--- src/rtl/gpt_pkg.sv ---
// Shared types, constants and saturation helper for the gravity particle table.
package gpt_pkg;

  localparam int unsigned CapacityDefault = 1024;

  // Item kinds
  localparam logic [1:0] KIND_ADD  = 2'd0;
  localparam logic [1:0] KIND_TICK = 2'd1;
  localparam logic [1:0] KIND_READ = 2'd2;

  // Register indexes
  localparam logic [1:0] REG_GRAVITY_X = 2'd0;
  localparam logic [1:0] REG_GRAVITY_Y = 2'd1;
  localparam logic [1:0] REG_GRAVITY_Z = 2'd2;
  localparam logic [1:0] REG_FLOOR     = 2'd3;

  // Reset values, Q16.16
  localparam logic signed [31:0] GravityYReset = -32'sd642252;
  localparam logic signed [31:0] FloorReset    = -32'sd6553600;

  typedef struct packed {
    logic [1:0]         kind;
    logic [15:0]        tile_id;
    logic signed [31:0] start_x;
    logic signed [31:0] start_y;
    logic signed [31:0] start_z;
    logic signed [31:0] speed_x;
    logic signed [31:0] speed_y;
    logic signed [31:0] speed_z;
    logic [15:0]        time_step;
    logic [9:0]         entry_index;
  } in_item_t;

  typedef struct packed {
    logic               accepted;
    logic [10:0]        live_count;
    logic [15:0]        tile_out;
    logic signed [31:0] place_x;
    logic signed [31:0] place_y;
    logic signed [31:0] place_z;
  } out_item_t;

  // One table entry as held in memory
  typedef struct packed {
    logic [15:0]        tile;
    logic signed [31:0] px;
    logic signed [31:0] py;
    logic signed [31:0] pz;
    logic signed [31:0] vx;
    logic signed [31:0] vy;
    logic signed [31:0] vz;
  } entry_t;

  // Clamp a 34-bit signed sum to 32 bits
  function automatic logic signed [31:0] sat32(input logic signed [33:0] x);
    logic signed [31:0] r;
    if (x > 34'sd2147483647) r = 32'sh7FFFFFFF;
    else if (x < -34'sd2147483648) r = 32'sh80000000;
    else r = x[31:0];
    return r;
  endfunction

endpackage

--- src/rtl/gpt_axis.sv ---
// One axis of the trapezoidal update: velocity stage, then position multiply.
module gpt_axis (
  input  logic               clk,
  input  logic               en_vel,
  input  logic               en_mul,
  input  logic [15:0]        dt,
  input  logic signed [32:0] dv,
  input  logic signed [31:0] p,
  input  logic signed [31:0] v,
  output logic signed [31:0] v_new,
  output logic signed [31:0] p_new
);
  import gpt_pkg::*;

  logic signed [31:0] p_q;
  logic signed [32:0] s_q;
  logic signed [49:0] prod_q;
  logic signed [31:0] vn;
  logic signed [32:0] dp;

  // v' = sat(v + dv), and v + v' for the position step
  assign vn = sat32({{2{v[31]}}, v} + {dv[32], dv});

  always_ff @(posedge clk) begin
    if (en_vel) begin
      v_new <= vn;
      p_q   <= p;
      s_q   <= {v[31], v} + {vn[31], vn};
    end
    if (en_mul) prod_q <= $signed({1'b0, dt}) * s_q;
  end

  // floor(prod / 2^17) is the top bits
  assign dp    = prod_q[49:17];
  assign p_new = sat32({{2{p_q[31]}}, p_q} + {dp[32], dp});

endmodule

--- config.mk ---
export PLATFORM = sky130hd
export DESIGN_NAME = gpt_axis
export DESIGN_NICKNAME = d
export VERILOG_FILES = /design/src/rtl/gpt_pkg.sv /design/src/rtl/gpt_axis.sv
export SDC_FILE = /design/constraint.sdc
export NUM_CORES = 2
export LEC_CHECK = 0
export BUFFER_PORTS_ARGS = -buffer_cell sky130_fd_sc_hd__buf_4
export CAP_MARGIN = 0
export CORE_UTILIZATION = 49
export DETAILED_ROUTE_END_ITERATION = 16
export GPL_TIMING_DRIVEN = 0
export PLACE_DENSITY_LB_ADDON = 0.1
export SLEW_MARGIN = 20
export SYNTH_ARGS = -nofsm -noshare
export SYNTH_HDL_FRONTEND = slang
export SYNTH_SLANG_ARGS = --single-unit
export TNS_END_PERCENT = 100
--- constraint.sdc ---
create_clock -name clk -period 8.66 [get_ports clk]
set_clock_uncertainty 0.15 [all_clocks]
set_input_delay 2.165 -clock clk [delete_from_list [all_inputs] [get_ports clk]]
set_output_delay 2.165 -clock clk [all_outputs]
set_load 0.02 [all_outputs]
Word-level counts from Yosys, hierarchy flattened
Cells that the tools add are included.

Add/subtract/negate cells: 3. Multiply operators: 1. $lt $le $gt $ge: 4. Mux-type cells: 4.

Operators with widths (count): $mux W32 (4); $add A32 B33 Y34 (2); $gt A34 B32 Y1 const B (2); $lt A34 B32 Y1 const B (2); $mul A17 B33 Y50 (1); $add A32 B32 Y33 (1).

Bits in registers: 147. Bits of input ports: 116. Output and inout bits: 64. Logic and storage cells: 16.

Logic depth before layout (Yosys ltp)
Depth after elaboration: 5. Mapped depth: 27. Gate-level depth less buffers: 26.

Worst setup path after synthesis
Ideal clock, no wire load.

Path kind: input-to-reg. Start point: input dt[2]. End point: register prod_q[46], data pin. Setup time: 0.260 ns. Arrival time: 7.869 ns. Required time: 8.250 ns. Setup slack: 0.381 ns. Stages: 23. Buffers on the path: 1. Cells stage by stage: clkbuf_1 -> nand2_1 -> fa_1 -> inv_1 -> fa_1 -> inv_1 -> fa_1 -> inv_1 -> fa_1 -> inv_1 -> fa_1 -> inv_1 -> fa_1 -> ha_1 -> a21o_1 -> o21bai_1 -> a311o_1 -> a311o_1 -> a21oi_1 -> o211ai_1 -> a31o_2 -> a21oi_1 -> xnor2_1.

Longest elaborated chain between the ends: 1.

Ends and longest elaborated chain: from (decl) (line gpt_axis.sv:6) `input logic [15:0] dt,`; $mul A17 B33 Y50 (line gpt_axis.sv:30) `if (en_mul) prod_q <= $signed({1'b0, dt}) * s_q;`; to (signal assigned) (line gpt_axis.sv:30); to (decl) (line gpt_axis.sv:17) `logic signed [49:0] prod_q;`.

No other way between the ends. A chain may end at the register's enable or synchronous reset.

Worst setup path in the final report
Start point: input dv[12]. End point: register s_q[30], data pin.

Longest elaborated chain between the ends: 5. Elaborated cells between the ends (all ways): 6. Those cells by class: add/sub: 2; order compare: 2; mux: 2.

Ends and longest elaborated chain: from (decl) (line gpt_axis.sv:7) `input logic signed [32:0] dv,`; $add A32 B33 Y34 * (line gpt_axis.sv:22) `assign vn = sat32({{2{v[31]}}, v} + {dv[32], dv});`; $lt A34 B32 Y1 (line gpt_pkg.sv:58) `else if (x < -34'sd2147483648) r = 32'sh80000000;`; $mux W32 (line gpt_pkg.sv:58); $mux W32 * (line gpt_pkg.sv:57) `if (x > 34'sd2147483647) r = 32'sh7FFFFFFF;`; named net vn[9] (line gpt_axis.sv:18) `logic signed [31:0] vn;`; $add A32 B32 Y33 * (line gpt_axis.sv:28) `s_q <= {v[31], v} + {vn[31], vn};`; to (signal assigned) (line gpt_axis.sv:28); to (decl) (line gpt_axis.sv:16) `logic signed [32:0] s_q;`.

The timed path passes the listed nets; every way through them passes the cells marked *.

==> impl_metrics.yaml <==
die:
  boundaryPins: 180
  core_area_um2: 54130
  dieWidth_um: 236.9
  die-area_um2: 56120
  start_util: 0.4994
  fp-row-count: 85
  die_height_um: 236.9
setup_path:
  crit_type: "input pin to register"
  crit_arrival_ns: 8.55
  cp_num_buf_inv: 3
  endpoint_kind: "register"
  critPathSlowestCell: "or4_4"
  cp_max_fo: 10
  critPathTopFamily: "compound AO/OA/AOI/OAI gates"
  critPathLaunch: "dv[12]"
  r2r_start: "s_q[13]"
  cp_data_required_time_ns: 8.72
  critPathMaxStageDelay_ns: 0.54
  cp-start-kind: "input pin"
global_routing:
  grt.total_usage: 0.2702
  grt_max_degree: 98
  overflow: 0
  grt_pass1_vias: 21770
  grt_pass1_wl_mm: 116.3
  antenna_found_initial: 2
drt:
  met1_length_mm: 31.75
  avgViaCountPerCell: 5.361
  drt-initial-drc-count: 1195
  dr_wl_met2_mm: 32.85
  firstDrtPassIters: 6
  highest_layer: "met5"
  dr_wl_met3_mm: 5.642
  num_vias: 20210
  post-route-drc-count: 0
  wl_mm: 72.63
  post_drt_wl_per_cell_um: 19.27
  antenna_left: 0
clocking:
  cts_buffers: 17
  clk_path_buf_depth: 2
  cts_max_level: 4
  clk_pin_slew_worst_paths_ns: 0.06
  cts_sinks: 130
  cts-root-buf: "clkbuf_16"
  cts_tree: "done"
  cts_setup_buffers: 0
  clk_latency_ns: 0.47
sta:
  finalSetupViolCount: 0
  maxSlewViolCount: 0
  max_slew_margin: 0.3435
  max_freq_mhz: 117.9
  period_share: 0.9797
  period_needed_ns: 8.484
  tns_ns: 0
  timing.final.hold_violations: 0
  tightestPinTransition_ns: 0.9848
final_layout:
  area_delta_synth_final_pct: 10.85
  fillerInstances: 4910
  nets: 3894
  drive_gt1_frac: 0.08854
yosys:
  synthArstFlopShare: 0
  synth_edf_count: 130
  synth.yosys.seq_area_share: 0.1444
  avgSynthCellArea_um2: 9.447
  postSynthCellCount: 2862
  yosys_warnings: 0
  syn_nets: 3697
  ys_ff_latch: 130
  synth_cell_types: 72
  synthFlopType: "edfxtp_1"
  syn-cell-area_um2: 27040
job:
  cap_violations: 0
place:
  gp_congestion: 0.9407
  portBuffers: 179
  dp_hpwl_mm: 62.12
worst_hold_path:
  hold_class: "input pin to register"
  worstHoldStart: "p[31]"
outcome:
  status: "finished, final reports clean"
## stage by stage
stage | worst slack (ns) | instance area [µm²] | utilization | hold WS (ns) | instances
after floorplan | 0.3807 | 27040 | - | 1.372 | 2862
after global routing | -0.01064 | 29970 | 0.5536 | 1.699 | 3768
after global placement | -0.8231 | 29250 | 0.5403 | 1.863 | 3737
after CTS | 0.009238 | 29910 | 0.5525 | 1.686 | 3769
after detailed placement | -0.8480 | 29250 | 0.5404 | 1.901 | 3737
final | 0.1757 | 29970 | 0.5536 | 1.722 | 3769
## synth_stat cells, types with 5 or more instances
library cell / number / area share
or2_2: 5 / 0.0012
o21bai_1: 15 / 0.0042
fa_1: 504 / 0.37
nor3_1: 10 / 0.0019
and2_1: 219 / 0.051
o21ai_0: 74 / 0.014
a21o_1: 115 / 0.032
xnor2_1: 79 / 0.026
inv_1: 555 / 0.077
o211ai_1: 7 / 0.0019
nor2_1: 57 / 0.0079
o31ai_1: 8 / 0.0022
nand4_1: 20 / 0.0046
ha_1: 215 / 0.10
buf_2: 8 / 0.0015
edfxtp_1: 130 / 0.14
nand2b_1: 13 / 0.0030
o21ai_1: 21 / 0.0039
nor2b_1: 18 / 0.0042
and3_1: 14 / 0.0032
a21boi_0: 5 / 0.0014
nand2_1: 360 / 0.050
a211oi_1: 16 / 0.0044
clkbuf_1: 99 / 0.014
nand3_1: 26 / 0.0048
a21oi_1: 115 / 0.021
or3_1: 9 / 0.0021
a31oi_1: 8 / 0.0019
o21a_1: 15 / 0.0042
xor2_1: 44 / 0.014
## cell type report
cell class,count,area [µm²],share of cell area
clock buffers,19,432.9,0.01444
clock inverters,13,186.4,0.006221
flip-flops and latches,130,3904,0.1303
multi-input cells,2065,20650,0.6892
diodes,1,2.502,0.00008350
repair buffers,179,1348,0.04496
inverters,555,2083,0.06951
plain buffers,111,488.0,0.01628
well taps,696,870.8,0.02906
## cells in the final DEF (no fill, tap or decap), drive strengths merged, types with 14 or more instances in the layout
cell type,count
inv,555
fa,504
nand2,360
and2,220
ha,215
buf,194
edfxtp,130
a21oi,117
a21o,115
clkbuf,115
o21ai,96
xnor2,79
nor2,58
xor2,44
nand3,26
nand4,20
nor2b,18
a211oi,17
o21a,15
o21bai,15
and3,14
## path summary, 6_finish.rpt
path	to	slack, ns	cells after the start
hold / removal	p_q[31]	1.72	1
setup reg to reg	prod_q[49]	1.31	24
setup / recovery	s_q[30]	0.18	25
hold reg to reg	prod_q[49]	1.87	8
## logic make-up after synthesis
family	share of synthesized area
AOI/OAI and AO/OA	0.1107
xor gates and xnor gates	0.03985
and+or+nand+nor	0.1389
buffers and inverters	0.09344
adders and majority gates	0.4727
DFF	0.1444
## routing by layer
metal / vias up / GRT usage
met1: 9928 / 0.3584
li1: 9455 / -
met2: 699 / 0.4358
met5: - / 0
met4: 2 / 0.09091
met3: 121 / 0.06284
## timing repair
item                                    4_1_cts  5_1_grt
endpoints found under the setup margin       14       14
hold buffers                                  0        0
gates resized for setup                      23       37
## sequential cells by signal, indices dropped and copies added (netlist names)
name	count
prod_q	33
s_q	33
p_q	32
v_new	32
Power is left out: the tool's default activity adds up to more than one toggle a clock period on the data nets, which glitch-free logic cannot reach.
