File: src/rtl/gpt_ram.sv
// Generic single-write, single-read RAM with registered read data.
module gpt_ram #(
  parameter int unsigned Width = 8,
  parameter int unsigned Depth = 16
) (
  input  logic                     clk,
  input  logic                     we,
  input  logic [$clog2(Depth)-1:0] waddr,
  input  logic [Width-1:0]         wdata,
  input  logic [$clog2(Depth)-1:0] raddr,
  output logic [Width-1:0]         rdata
);

  logic [Width-1:0] mem [Depth];

  always_ff @(posedge clk) begin
    if (we) mem[waddr] <= wdata;
    rdata <= mem[raddr];
  end

endmodule

File: config.mk
export PLATFORM = sky130hd
export DESIGN_NAME = gpt_ram
export DESIGN_NICKNAME = d
export VERILOG_FILES = /design/src/rtl/gpt_ram.sv
export SDC_FILE = /design/constraint.sdc
export NUM_CORES = 1
export LEC_CHECK = 0
export BUFFER_PORTS_ARGS = -buffer_cell sky130_fd_sc_hd__clkbuf_2
export CORE_UTILIZATION = 55
export CTS_BUF_LIST = sky130_fd_sc_hd__clkbuf_8
export CTS_CLUSTER_DIAMETER = 80
export CTS_CLUSTER_SIZE = 28
export DETAILED_ROUTE_END_ITERATION = 10
export GPL_TIMING_DRIVEN = 0
export PLACE_DENSITY = 0.8
export SLEW_MARGIN = 20
export SYNTH_ARGS = -nofsm -noshare
export SYNTH_HDL_FRONTEND = slang
export SYNTH_SLANG_ARGS = --single-unit
File: constraint.sdc
create_clock -name clk -period 2 [get_ports clk]
set_clock_uncertainty 0.15 [all_clocks]
set_input_delay 0.4 -clock clk [delete_from_list [all_inputs] [get_ports clk]]
set_output_delay 0.4 -clock clk [all_outputs]
set_load 0.01 [all_outputs]
Word-level counts from Yosys, hierarchy flattened
Memory sizes are Yosys's and may differ from the RTL's. A register that Yosys moved wholly into a read port is not among the register bits.
Index checks and enable logic that the tools add are counted.
{ "totals": {"reg_bits": 0, "ramBits": 128, "input_bits": 18, "out_inout_bits": 8, "wordCells": 3, "memories": 1} }
{ "op_classes": {"mux": 2} }
{ "mem_list": {"columns": ["name", "words", "word_bits", "rd", "rd_ports_with_merged_regs", "write_ports", "line_no", "source"], "rows": [
  ["mem", 16, 8, 1, 1, 1, "14", "logic [Width-1:0] mem [Depth];"]
]} }
{ "ops": {"columns": ["cell", "count"], "rows": [
  ["two-way mux 1 bit", 2]
]} }

Logic depth before layout (Yosys ltp)
Gate-level depths: netlist of the first run.
{ "logic_depth": {"depth_word": 2, "mapped_depth": 5} }

Worst setup path before layout of the first run
Ideal clock, no wire load.
{ "synth_timing": {"path_type": "input port to flip-flop", "start": "in waddr[2]", "end": "mem mem[0][0], enable pin", "setup_ns": 0.383, "t_arrival_ns": 1.510, "t_required_ns": 1.467, "slack_ns": -0.043, "cell_stages": 2, "n_path_buf": 0, "cell_sequence": "or3b_2 -> nor3_1"} }
{ "synth_rtl": {"columns": ["item", "line_no", "source"], "rows": [
  ["from (decl)", "8", "input logic [$clog2(Depth)-1:0] waddr,"],
  ["to (decl)", "14", null]
]} }
No word-level cell before the write port.

Worst setup path in the final report of the first run
{ "layout_timing": {"start": "in waddr[2]", "end": "mem mem[2][5], enable pin"} }
No word-level cell before the write port.

==> results of run 1 <==
-- flip-flops by register name (all words and copies together) (netlist names) --
signal	count
rdata	8
mem	128
-- per-layer routing --
metal / part of all wire, % / up-vias
met5: 0 / -
met3: 7.3 / 15
li1: - / 1057
met2: 51 / 117
met1: 40 / 1204
met4: 1.6 / 0
-- logic make-up after synthesis --
group / synth area share [%]
simple gates: 3.18
buf+inv: 1.68
mux: 15.0
compound gates: 2.33
flops: 77.8
-- worst max path at each step --
| stage | start | depth (start not counted) | endpoint | slack [ns] |
|---|---|---|---|---|
| final | waddr[2] | 3 | mem[2][5] | 0.23 |
| after global routing | waddr[2] | 3 | mem[2][5] | 0.11 |
| after CTS | waddr[2] | 3 | mem[1][5] | 0.20 |
| after detailed placement | waddr[2] | 3 | mem[1][1] | -0.25 |
| after global placement | waddr[3] | 3 | mem[4][0] | -0.25 |
| after floorplan | waddr[2] | 2 | mem[3][0] | 0.18 |
-- Yosys cell counts --
cell type        number  area share (%)
edfxtp_1            128              75
nor3_1                4            0.39
nand3b_1              2            0.29
buf_4                 1            0.15
nand2b_1              2            0.24
nand3_1               1           0.097
buf_2                 3            0.29
clkdlybuf4s25_2       3            0.58
buf_6                 3            0.66
dfxtp_1               8             3.1
mux4_2               18             7.9
nor2b_1               1            0.12
and2_1                1            0.12
mux4_1               14             7.1
a22oi_1              16             2.3
or3b_2                1            0.17
nand2_1               9            0.66
nor2_1               13            0.95
and2b_1               1            0.15
-- power by group --
| part | switching (W) | internal [W] |
|---|---|---|
| combinational | 0.000179 | 0.000126 |
| sequential | 0.0000150 | 0.00318 |
| clock | 0.00105 | 0.00111 |
| total | 0.00124 | 0.00441 |
-- final cells by class --
cell class              count  area [um^2]
flip-flops and latches    136         4000
fillers                   589         3080
multi-input cells          83         1080
clock buffers              17          234
clock inverters            15          153
well taps                 108          135
repair buffers             24          120
plain buffers              10         86.3
-- critical path: cells and delay by family --
family / cells / cell delay (ns)
buf+inv: 1 / 0.11
simple gates: 2 / 1.17
-- metrics by stage --
| stage | hold WS (ns) | utilization, % | instances | setup WS (ns) | TNS, ns |
|---|---|---|---|---|---|
| 2_1_floorplan | 0.349 | - | 229 | 0.184 | 0 |
| 3_3_place_gp | 0.505 | 60.8 | 361 | -0.246 | -11.17 |
| 3_5_place_dp | 0.521 | 61.0 | 361 | -0.250 | -7.50 |
| 4_1_cts | 0.257 | 65.3 | 393 | 0.199 | 0 |
| 5_1_grt | 0.278 | 65.3 | 393 | 0.109 | 0 |
| 6_report | 0.270 | 65.3 | 393 | 0.226 | 0 |
==> impl_metrics.csv, run 1 <==
group,metric,value,unit
floorplanning,floorplan.die_area,0.00975,mm^2
timing,rsz0062_at_grt,"no",
critical_path,worst_ep_required_time,1.90,ns
floorplanning,core_region_area,0.00889,mm^2
cts,post_cts_resized,0,
place,place_congestion,0.746,
layout,layout.cells.most_common,"edfxtp_1",
layout,area_growth,12.9,%
job,maxCapViolations,0,
grt,grt_antenna_before_repair,0,
layout,nets,290,
critical_path,reg_to_reg_end,"rdata[0]",
grt,layer_with_the_highest_usage,"met2",
timing,final_hold_viol_count,0,
power_and_ir_drop,leakage,1.93,nW
floorplanning,num_io_pins,26,
grt,first_global_vias,2416,
synth,synth.yosys.warnings,0,
detailed_routing,drtIter0Drc,339,
synth,number_of_storage_elements_in_the_synthesis_netlist,136,
floorplanning,rows,34,
power_and_ir_drop,total_power,0.00566,W
min_path,hold-path-endpoint,"mem[1][7]",
synth,synthesis.nets,247,
timing,final-max-slew-violation-count,0,
critical_path,crit_path_cell_trace,"clkbuf_2 -> or3b_2 -> nor2_1",
detailed_routing,finalWirelength,9340,um
detailed_routing,pre_repair_dr_iteration_count,5,
cts,clock_tree.htree_level_count,4,
power_and_ir_drop,ir_drop,631,uV
grt,grt.met1_usage,29.1,%
synth,syn_area_per_cell,22.5,um^2
place,io_buffer_count,24,
layout,drive_above_1_share,31.2,%
timing,slew_headroom,44.7,%
timing,worst_pin_slew,0.826,ns
critical_path,start_kind,"input pin",
min_path,holdCritPathClass,"input pin to flip-flop",
cts,clock_latency,0.43,ns
min_path,holdPathStages,1,
floorplanning,die_y,98.7,um
timing,maxClockFrequency,564,MHz
critical_path,r2r_setup_slack,0.46,ns
floorplanning,die-width,98.7,um
timing,report.final.setup_viol,0,
critical_path,critPathCaptureType,"flip-flop",
synth,syn-instance-count,229,
detailed_routing,route.vias.total,2393,
grt,grt_pass1_wl,14300,um
synth,syn_area,0.00515,mm^2
grt,groute.usage.overall,21.5,%
critical_path,crit_path_max_fanout,8,
grt,grtUsageMet2,34.6,%
grt,pin_count_of_the_biggest_net_entering_global_routing,17,
power_and_ir_drop,pwr_density_cell,974,mW/mm^2
synth,synthDistinctLibCells,19,
outcome,status,"finished, final reports clean",
cts,clock-root-buffer,"clkbuf_8",
synth,seq_area_frac_synth,77.8,%
layout,antenna_cells,0,
cts,postCtsSetupRepairBufs,0,
critical_path,r2r_start,"mem[11][0]",
detailed_routing,drt-wirelength-per-cell,23.8,um
layout,layout.cells.most_common_list,"edfxtp_1 (128), clkbuf_2 (24), mux4_2 (18), clkbuf_8 (17), a22oi_1 (16)",
critical_path,cp.arrival,1.68,ns
timing,finalCritPeriodShare,88.7,%
place,hpwlAfterDp,5870,um
critical_path,cell_type_of_the_slowest_stage_on_the_worst_timing_path,"nor2_1",
detailed_routing,detail_route.vias_per_cell,6.09,
cts,tritoncts,"built",
detailed_routing,final_antenna_net_count,0,
cts,cts.sink_count,136,
critical_path,maximum_single_stage_delay_on_the_critical_path,0.63,ns
timing,final_period_minus_worst_setup_slack,1.77,ns
critical_path,worst-r2r-cell-count,3,
place,placed_cell_area,0.00542,mm^2
grt,gr-usage-met3,4.54,%
cts,tritoncts.num_buffers,17,
layout,finalInstanceArea,0.00581,mm^2
cts,ctsLongestPathBuffers,2,
min_path,worst_min_delay_path_startpoint,"wdata[7]",
floorplanning,floorplan.initialDensity,57.9,%
detailed_routing,drc_errors,0,
grt,global_route.overflow_total,0,
cts,cts.hold.buffers_added,0,
cts,path_clk_slew,0.08,ns
critical_path,setup.worst_path.class,"input pin to flip-flop",
No activity file was read; power rests on OpenSTA's default activity.
==> run 2: changes to the inputs <==
--- a/config.mk
+++ b/config.mk
@@ -6,6 +6,7 @@
 export NUM_CORES = 1
 export LEC_CHECK = 0
 export BUFFER_PORTS_ARGS = -buffer_cell sky130_fd_sc_hd__clkbuf_2
+export CORE_MARGIN = 2
 export CORE_UTILIZATION = 55
 export CTS_BUF_LIST = sky130_fd_sc_hd__clkbuf_8
 export CTS_CLUSTER_DIAMETER = 80
==> run 2 against run 1 <==
Compared with the run above: via count grew 3.3%; sequential cell count did not move; fmax is 1.8% lower; worst setup slack got worse by 0.033 ns; sequential power hardly changed.
==> impl_metrics.csv, run 2 (synthesis gave the netlist of run 1 again) <==
group,metric,value,unit
layout,area_growth,12.2,%
place,placed_cell_area,0.00542,mm^2
min_path,holdCritPathClass,"input pin to flip-flop",
place,place_congestion,0.702,
place,io_buffer_count,24,
timing,final_period_minus_worst_setup_slack,1.81,ns
floorplanning,num_io_pins,26,
power_and_ir_drop,power.share.sequential,58.4,%
cts,tritoncts.num_buffers,17,
layout,layout.cells.most_common_list,"edfxtp_1 (128), clkbuf_2 (24), clkbuf_8 (19), mux4_2 (18), a22oi_1 (16)",
detailed_routing,drc_errors,0,
detailed_routing,drtIter0Drc,363,
layout,finalInstanceArea,0.00578,mm^2
grt,grt_antenna_before_repair,0,
job,maxCapViolations,0,
critical_path,crit_path_max_fanout,8,
timing,report.final.setup_viol,0,
critical_path,cp.arrival,1.71,ns
power_and_ir_drop,combPwrFrac,5.6,%
cts,cts.sink_count,136,
layout,number_of_flip_flops_in_the_largest_register,128,
layout,regMostFlops,"mem",
cts,clock-root-buffer,"clkbuf_8",
power_and_ir_drop,sw_frac_of_total,21.0,%
cts,cts.hold.buffers_added,0,
power_and_ir_drop,leakage,1.95,nW
critical_path,maximum_single_stage_delay_on_the_critical_path,0.65,ns
timing,worst_pin_slew,0.812,ns
timing,timing.setup.tns,0,ns
grt,groute.usage.overall,20.5,%
layout,layout.cells.most_common,"edfxtp_1",
timing,rsz0062_at_grt,"no",
layout,drive_above_1_share,30.2,%
power_and_ir_drop,pwr_density_cell,948,mW/mm^2
timing,final-max-slew-violation-count,0,
grt,global_route.overflow_total,0,
layout,reg.largest.list,"mem: 128 flops, rdata: 8 flops",
place,hpwlAfterDp,5980,um
detailed_routing,finalWirelength,9560,um
floorplanning,floorplan.initialDensity,56.2,%
critical_path,start_kind,"input pin",
grt,pin_count_of_the_biggest_net_entering_global_routing,17,
layout,final_core_utilization,63.1,%
timing,final_hold_viol_count,0,
cts,post_cts_resized,0,
floorplanning,core_region_area,0.00915,mm^2
detailed_routing,pre_repair_dr_iteration_count,4,
detailed_routing,drt-wirelength-per-cell,24.1,um
grt,grt_pass1_wl,14200,um
floorplanning,rows,35,
timing,maxClockFrequency,553,MHz
layout,nets,290,
outcome,status,"finished, final reports clean",
floorplanning,floorplan.die_area,0.0101,mm^2
power_and_ir_drop,switching_power,0.00115,W
critical_path,crit_path_cell_trace,"clkbuf_2 -> or3b_2 -> nor2_1",
cts,postCtsSetupRepairBufs,0,
cts,ctsLongestPathBuffers,2,
layout,fillerInstances,594,
detailed_routing,final_antenna_net_count,0,
critical_path,setup.worst_path.class,"input pin to flip-flop",
power_and_ir_drop,internal_power_contribution,0.00433,W
critical_path,cell_type_of_the_slowest_stage_on_the_worst_timing_path,"nor2_1",
cts,clock_tree.htree_level_count,4,
layout,antenna_cells,0,
cts,clock_latency,0.43,ns
floorplanning,die_y,101,um
detailed_routing,route.vias.total,2471,
timing,finalCritPeriodShare,90.4,%
detailed_routing,detail_route.vias_per_cell,6.24,
cts,path_clk_slew,0.07,ns
cts,tritoncts,"built",
floorplanning,die-width,101,um
critical_path,worst_ep_required_time,1.90,ns
power_and_ir_drop,ir_drop,459,uV
timing,slew_headroom,45.7,%
power_and_ir_drop,share_clk_of_total_power,35.9,%
critical_path,critPathCaptureType,"flip-flop",
grt,first_global_vias,2444,
## run 2: path summary, 6_finish.rpt
check | startpoint | end | slack, ns | cells past startpoint
hold reg to reg | mem[9][1] | rdata[1] | 0.54 | 3
setup / recovery | waddr[2] | mem[3][0] | 0.19 | 3
hold / removal | wdata[5] | mem[3][5] | 0.27 | 1
setup reg to reg | mem[5][0] | rdata[0] | 0.42 | 3
## run 2: through the flow
step	hold slack, ns	power (W)	instances	worst slack [ns]
2_1_floorplan	0.349	0.00343	229	0.184
3_3_place_gp	0.507	0.00355	364	-0.278
3_5_place_dp	0.525	0.00357	364	-0.227
4_1_cts	0.259	0.00550	396	0.221
5_1_grt	0.287	0.00564	396	0.157
6_report	0.274	0.00548	396	0.193
## run 2: final cells by class
type	count	area [um^2]	area share [%]
Sequential cell	136	4000	69.3
Multi-Input combinational cell	83	1080	18.6
Clock buffer	19	262	4.53
Tap cell	111	139	2.40
Timing Repair Buffer	24	120	2.08
Clock inverter	13	88.8	1.54
Buffer	10	86.3	1.49
## run 2: metal layers
| layer | global-route usage [%] | vias up | part of all wire (%) |
|---|---|---|---|
| met3 | 4.92 | 16 | 6.5 |
| met1 | 28.4 | 1281 | 41 |
| met5 | 0 | - | 0 |
| li1 | - | 1058 | - |
| met2 | 32.6 | 116 | 50 |
| met4 | 7.17 | 0 | 1.8 |
## run 2: power by group through the flow
stage          combinational (W)  sequential [W]  clock (W)
5_1_grt                 0.000331         0.00321    0.00211
4_1_cts                 0.000309         0.00320    0.00199
6_report                0.000309         0.00320    0.00197
2_1_floorplan           0.000162         0.00327          0
3_5_place_dp            0.000307         0.00326          0
3_3_place_gp            0.000296         0.00326          0
## run 2: worst max-delay path, delay by kind of cell
family	cells	cell delay, ns
AND/OR/NAND/NOR	2	1.20
buffers and inverters	1	0.11
